$ cat src/pvm_pkg.sv
// ----------------------------------------------------------------------------
// pvm_pkg: shared types and constants of the panned voice mixer
// command codes, controller command/status structs
// ----------------------------------------------------------------------------
`default_nettype none
package pvm_pkg;
	typedef enum logic [1:0] {
		CMD_PLAY   = 2'd0,
		CMD_STOP   = 2'd1,
		CMD_RENDER = 2'd2,
		CMD_WRITE  = 2'd3
	} cmd_t;

	// controller to datapath
	typedef struct packed {
		logic load;      // latch the command item
		logic play;      // store new voice
		logic stop;      // clear all voices
		logic wr;        // write wave word
		logic clr_sum;   // clear accumulators
		logic visit;     // check current voice, issue left read
		logic rd_right;  // issue right read
		logic mac_left;  // accumulate left product
		logic mac_right; // accumulate right product
		logic next;      // advance voice pointer
		logic finish;    // saturate and present result
	} ctl_t;

	// datapath to controller
	typedef struct packed {
		logic sound;     // current voice contributes this frame
		logic stereo_o;  // stereo output mixing
		logic last;      // current voice is the last one
	} sts_t;
endpackage
`default_nettype wire

$ cat src/pvm_ctrl.sv
// ----------------------------------------------------------------------------
// pvm_ctrl: sequencer of the mixer
// walks the voice table for a render, one-shot steps for other commands
// ----------------------------------------------------------------------------
`default_nettype none
module pvm_ctrl (
	input  wire logic          clk,
	input  wire logic          arst_n,
	input  wire logic          start,
	input  wire logic [1:0]    command,
	output logic               busy,
	output pvm_pkg::ctl_t      ctl,
	input  pvm_pkg::sts_t      sts
);
	typedef enum logic [7:0] {
		S_IDLE  = 8'b0000_0001,
		S_EXEC  = 8'b0000_0010,
		S_VISIT = 8'b0000_0100,
		S_RDR   = 8'b0000_1000,
		S_MACL  = 8'b0001_0000,
		S_MACR  = 8'b0010_0000,
		S_FIN   = 8'b0100_0000,
		S_NEXT  = 8'b1000_0000
	} state_t;

	state_t state_q;
	logic [1:0] cmd_q;
	logic stereo_q;

	always_ff @(posedge clk or negedge arst_n) begin
		if (!arst_n) begin
			state_q <= S_IDLE;
			cmd_q <= 2'd0;
			stereo_q <= 1'b0;
		end else begin
			case (state_q)
				S_IDLE: if (start) begin
					cmd_q <= command;
					state_q <= S_EXEC;
				end
				S_EXEC: state_q <= (cmd_q == pvm_pkg::CMD_RENDER) ? S_VISIT : S_FIN;
				S_VISIT: begin
					stereo_q <= sts.stereo_o;
					if (sts.sound) state_q <= S_RDR;
					else state_q <= sts.last ? S_FIN : S_VISIT;
				end
				S_RDR: state_q <= S_MACL;
				S_MACL: state_q <= stereo_q ? S_MACR : S_NEXT;
				S_MACR: state_q <= S_NEXT;
				S_NEXT: state_q <= sts.last ? S_FIN : S_VISIT;
				S_FIN: state_q <= S_IDLE;
				default: state_q <= S_IDLE;
			endcase
		end
	end

	assign busy = (state_q != S_IDLE);

	always_comb begin
		ctl = '0;
		ctl.load = (state_q == S_IDLE) && start;
		ctl.clr_sum = ctl.load;
		ctl.play = (state_q == S_EXEC) && (cmd_q == pvm_pkg::CMD_PLAY);
		ctl.stop = (state_q == S_EXEC) && (cmd_q == pvm_pkg::CMD_STOP);
		ctl.wr = (state_q == S_EXEC) && (cmd_q == pvm_pkg::CMD_WRITE);
		ctl.visit = (state_q == S_VISIT);
		// left word sits in the read register during the left mac, right word follows
		ctl.rd_right = (state_q == S_MACL);
		ctl.mac_left = (state_q == S_MACL);
		ctl.mac_right = (state_q == S_MACR);
		ctl.next = (state_q == S_NEXT) || ((state_q == S_VISIT) && !sts.sound);
		ctl.finish = (state_q == S_FIN);
	end

	assert property (@(posedge clk) disable iff (!arst_n)
		(state_q == S_FIN) |=> (state_q == S_IDLE))
		else $error("finish not followed by idle");
	assert property (@(posedge clk) disable iff (!arst_n)
		(state_q == S_IDLE && start) |=> (state_q == S_EXEC))
		else $error("accepted item did not start");
	assert property (@(posedge clk) disable iff (!arst_n)
		(state_q == S_MACR) |-> $past(state_q == S_MACL))
		else $error("right mac out of order");
endmodule
`default_nettype wire

$ cat config.mk
export PLATFORM = sky130hd
export DESIGN_NAME = pvm_ctrl
export DESIGN_NICKNAME = d
export VERILOG_FILES = /design/src/pvm_pkg.sv /design/src/pvm_ctrl.sv
export SDC_FILE = /design/constraint.sdc
export NUM_CORES = 1
export LEC_CHECK = 0
export ABC_AREA = 1
export BUFFER_PORTS_ARGS = -buffer_cell sky130_fd_sc_hd__clkbuf_2
export CAP_MARGIN = 10
export CORE_UTILIZATION = 35
export CTS_CLUSTER_SIZE = 10
export DETAILED_ROUTE_END_ITERATION = 8
export GPL_TIMING_DRIVEN = 0
export HOLD_SLACK_MARGIN = 0.02
export SYNTH_ARGS = -nofsm -noshare
export SYNTH_HDL_FRONTEND = slang
export SYNTH_SLANG_ARGS = --single-unit
$ cat constraint.sdc
create_clock -name clk -period 4.3 [get_ports clk]
set_clock_uncertainty 0.2 [all_clocks]
set_input_delay 0.645 -clock clk [delete_from_list [all_inputs] [get_ports clk]]
set_output_delay 0.645 -clock clk [all_outputs]
set_load 0.01 [all_outputs]
==> results.txt <==
The largest net degree at the start of global routing came out at 12. The post-synthesis cell count came out at 89. Data on the critical path is required at its endpoint by 3.45 ns. The layer flagged by global routing as most heavily used is met2. At the later pin of the worst-skew pair, clock insertion delay measures 0.26 ns. The netlist uses 18 different library cells. Clock-pin slew was measured on the worst setup and hold paths at 0.07 ns. The final number of hold-violating endpoints is 0.

The fraction of registers with async set or reset after synthesis came out at 1.00. Summed over all failing endpoints, the final setup total negative slack is 0 ns. At the pin with the least slew margin, the transition time is 0.272 ns. The largest area contributor in the synthesized netlist is sky130_fd_sc_hd__dfrtp_1. For this run, the total global-route usage over all layers was measured as 0.143.

The longest clock path from root to sink contains 2 buffers. The number of synthesis warnings is 0. The boundary pin count is 20. The via count came out at 566. The worst setup path category is reg2out. The worst register-to-register path ends at state_q[0]$_DFFE_PN1P_.

The run finished with clean final reports. The shortest period the worst path allows is 2.34 ns. On the critical path, the stage with the largest delay is an instance of sky130_fd_sc_hd__dfstp_2. The number of clock buffers inserted by TritonCTS is 3.

For this run, the slowest stage of the critical path takes 0.53 ns. After global routing the overflow that remains totals 0. The mean post-synth cell area is 7.45 sq um.

The overall die height is 45.5 microns. The horizontal extent of the die came out at 45.5 microns. The count of cells along the worst register-to-register path is 8.

The post-synthesis sequential element count came out at 11. The sum of buffers and inverters on the critical path is 2. In the global route stage, met2 resource usage came out at 0.214. Yosys mapped a number of flops with a built-in enable equal to 0.

The DRC violations left came out at 0. Setup slack on the worst reg-to-reg path comes out at 2.87 ns. The signed area change from the synthesized netlist to the final layout is 23.0%. The number of sinks driven by the clock tree is 11. Once detailed placement completed, the half-perimeter wirelength came to 1.03 mm.

Overall power consumption after layout is estimated at 0.396 mW. For this design the static power due to leakage is 0.478 nW. The leading cell type by number of instances after synthesis is sky130_fd_sc_hd__nand2_1. The critical path goes through nand2_1, nor2_2, nand2_4, nor2_4, buf_4, clkbuf_2. The proportion of synthesized chip area in sequential cells is 0.417. The arrival time at the worst endpoint is 1.50 ns.

The total of hold buffers inserted after clock tree synthesis is 0. The starting density of the core is 0.380. Setup repair after global routing left no endpoint under its margin. In this run the number of H-tree levels came out at 1. CTS placed an instance of sky130_fd_sc_hd__clkbuf_4 at the clock tree root. On the critical path the largest part of the delay comes from flip-flops. The worst setup path is captured at an output pin. The maximum vdd ir drop is 0.262 mV. The number of placement rows came out at 15. The fill cell instance count of the final layout came out at 194.

The via count of the first global-routing pass is 497. The wire length per cell is 8.77 microns. The final max-slew violation count came out at 0.

At the end of routability-driven placement, the weighted congestion stood at 0.763. Along the worst path, the maximum fanout reaches 6. In the synthesized netlist, the cells that appear most often are sky130_fd_sc_hd__nand2_1 (25), sky130_fd_sc_hd__inv_1 (13), sky130_fd_sc_hd__nor2_1 (12). The final period utilization came out at 0.545. The number of inserted diodes is 0. The number of nets at the end of the flow came out at 121. In this run the post-CTS setup repair buffer count came out at 0. The detailed-routing iteration count for the pre-antenna-repair pass is 2. The fmax came out at 0.427 GHz. Summed over all layers, the routed wires come to 1.20 mm.

The post-synth design cell area came out at 663 sq um. The initial antenna violation count came out at 0. The fraction of final layout cells sized beyond drive strength 1 is 0.339. The first-iteration detailed-routing DRC count is 6.

The power per cell area came out at 485 mW/mm^2. The worst setup path is launched from a flop. The met3 global-route usage came out at 0.0119. The worst hold path belongs to the class in2async.

After synthesis, the cell types taking the most area are sky130_fd_sc_hd__dfrtp_1 (38%), sky130_fd_sc_hd__nand2_1 (14%), sky130_fd_sc_hd__inv_1 (7.4%), sky130_fd_sc_hd__nand2_4 (6.8%), sky130_fd_sc_hd__nor2_1 (6.8%). Counting every net in the synthesized netlist gives 97. The port buffer count is 19. The number of placed cells counting well taps is 133. The startpoint of the worst register-to-register path is state_q[0]$_DFFE_PN1P_. The floorplan die area is 0.00207 sq mm. The post-route non-filler standard cell count is 137. Once detail routing completed, the nets flagged for antenna violations numbered 0. The worst slew margin relative to its limit came out at 0.819.

The area of the core region came out at 0.00175 sq mm. The setup-violating endpoint count in the final report is 0. The number of max-capacitance violations reported came out at 0.

The average via count per standard cell came out at 4.13. The met1 demand-to-capacity share in global routing came out at 0.198. For this run, the leading register cell type out of synthesis is sky130_fd_sc_hd__dfrtp_1.

TritonCTS built the clock tree. Of the post-synthesis cell area, the dominant cell type holds 0.377. In this run, post-CTS repair resized a total of 0 instances. The wire length of the first global-routing pass came out at 2.10 mm.
## kinds of logic after synthesis
| logic type | share of synthesized area |
|---|---|
| DFF | 0.417 |
| and+or+nand+nor | 0.409 |
| buffers and inverters | 0.119 |
| AOI/OAI and AO/OA | 0.0547 |
## placed cells by master, fill, tap and decap left out
cell type / instances
sky130_fd_sc_hd__nand2_1: 25
sky130_fd_sc_hd__dfrtp_1: 10
sky130_fd_sc_hd__o21ai_2: 1
sky130_fd_sc_hd__nor2_4: 1
sky130_fd_sc_hd__clkbuf_4: 3
sky130_fd_sc_hd__clkbuf_1: 1
sky130_fd_sc_hd__nand4_1: 2
sky130_fd_sc_hd__nor4_1: 1
sky130_fd_sc_hd__nor3_1: 3
sky130_fd_sc_hd__nor2_2: 2
sky130_fd_sc_hd__inv_2: 4
sky130_fd_sc_hd__nand2_4: 4
sky130_fd_sc_hd__o21ai_0: 4
sky130_fd_sc_hd__clkbuf_2: 19
sky130_fd_sc_hd__inv_1: 13
sky130_fd_sc_hd__buf_4: 2
sky130_fd_sc_hd__o211ai_1: 1
sky130_fd_sc_hd__nor2_1: 12
sky130_fd_sc_hd__nand3_1: 2
sky130_fd_sc_hd__nor2_8: 1
sky130_fd_sc_hd__dfstp_2: 1
## worst register-to-register path, delay by kind of cell, from the launching register on
family                 cells  cell delay, ns
AND/OR/NAND/NOR            7            0.60
buffers and inverters      1            0.05
flip-flops                 1            0.53
## how the worst max path moves through the flow
stage | startpoint | end | slack (ns) | cells after the start
2_1_floorplan | state_q[0]$_DFFE_PN1P_ | ctl[10] | 2.35 | 5
3_3_place_gp | state_q[0]$_DFFE_PN1P_ | ctl[10] | 2.26 | 6
3_5_place_dp | state_q[0]$_DFFE_PN1P_ | ctl[10] | 2.23 | 6
4_1_cts | state_q[0]$_DFFE_PN1P_ | ctl[10] | 1.94 | 6
5_1_grt | state_q[1]$_DFFE_PN0P_ | ctl[4] | 1.81 | 7
6_report | state_q[0]$_DFFE_PN1P_ | ctl[10] | 1.96 | 6
## metrics by stage
step / hold slack (ns) / setup slack [ns] / area, sq um / util
4_1_cts: 0.0524 / 1.94 / 816 / 0.467
5_1_grt: 0.0435 / 1.81 / 816 / 0.467
6_report: 0.0459 / 1.96 / 816 / 0.467
2_1_floorplan: 0.149 / 2.35 / 663 / -
3_3_place_gp: 0.260 / 2.26 / 790 / 0.452
3_5_place_dp: 0.262 / 2.23 / 790 / 0.452
## layout make-up
class	count	area, sq um	area share
multi-input combinational	59	308	0.377
sequential	11	277	0.339
timing repair buffer	19	95.1	0.117
inverter	17	63.8	0.0782
tap	25	31.3	0.0383
clock buffer	4	26.3	0.0322
buffer	2	15.0	0.0184
## flip-flops by register name, summed over array words and instances, names as in the netlist
register / cells
cmd_q: 2
state_q: 8
stereo_q: 1
## metal layers
layer | vias to the layer above | part of all wire | wire (microns)
li1 | 315 | - | -
met1 | 240 | 0.50 | 602
met2 | 9 | 0.46 | 552
met3 | 2 | 0.029 | 35
met4 | 0 | 0.010 | 12
met5 | - | 0 | 0
## report_power, final
group / switching (mW) / internal (mW) / leakage, nW
sequential: 0.0174 / 0.132 / 0.142
combinational: 0.112 / 0.0654 / 0.322
clock: 0.0328 / 0.0358 / 0.0150
Note: power is estimated with default switching activity, not from simulation.
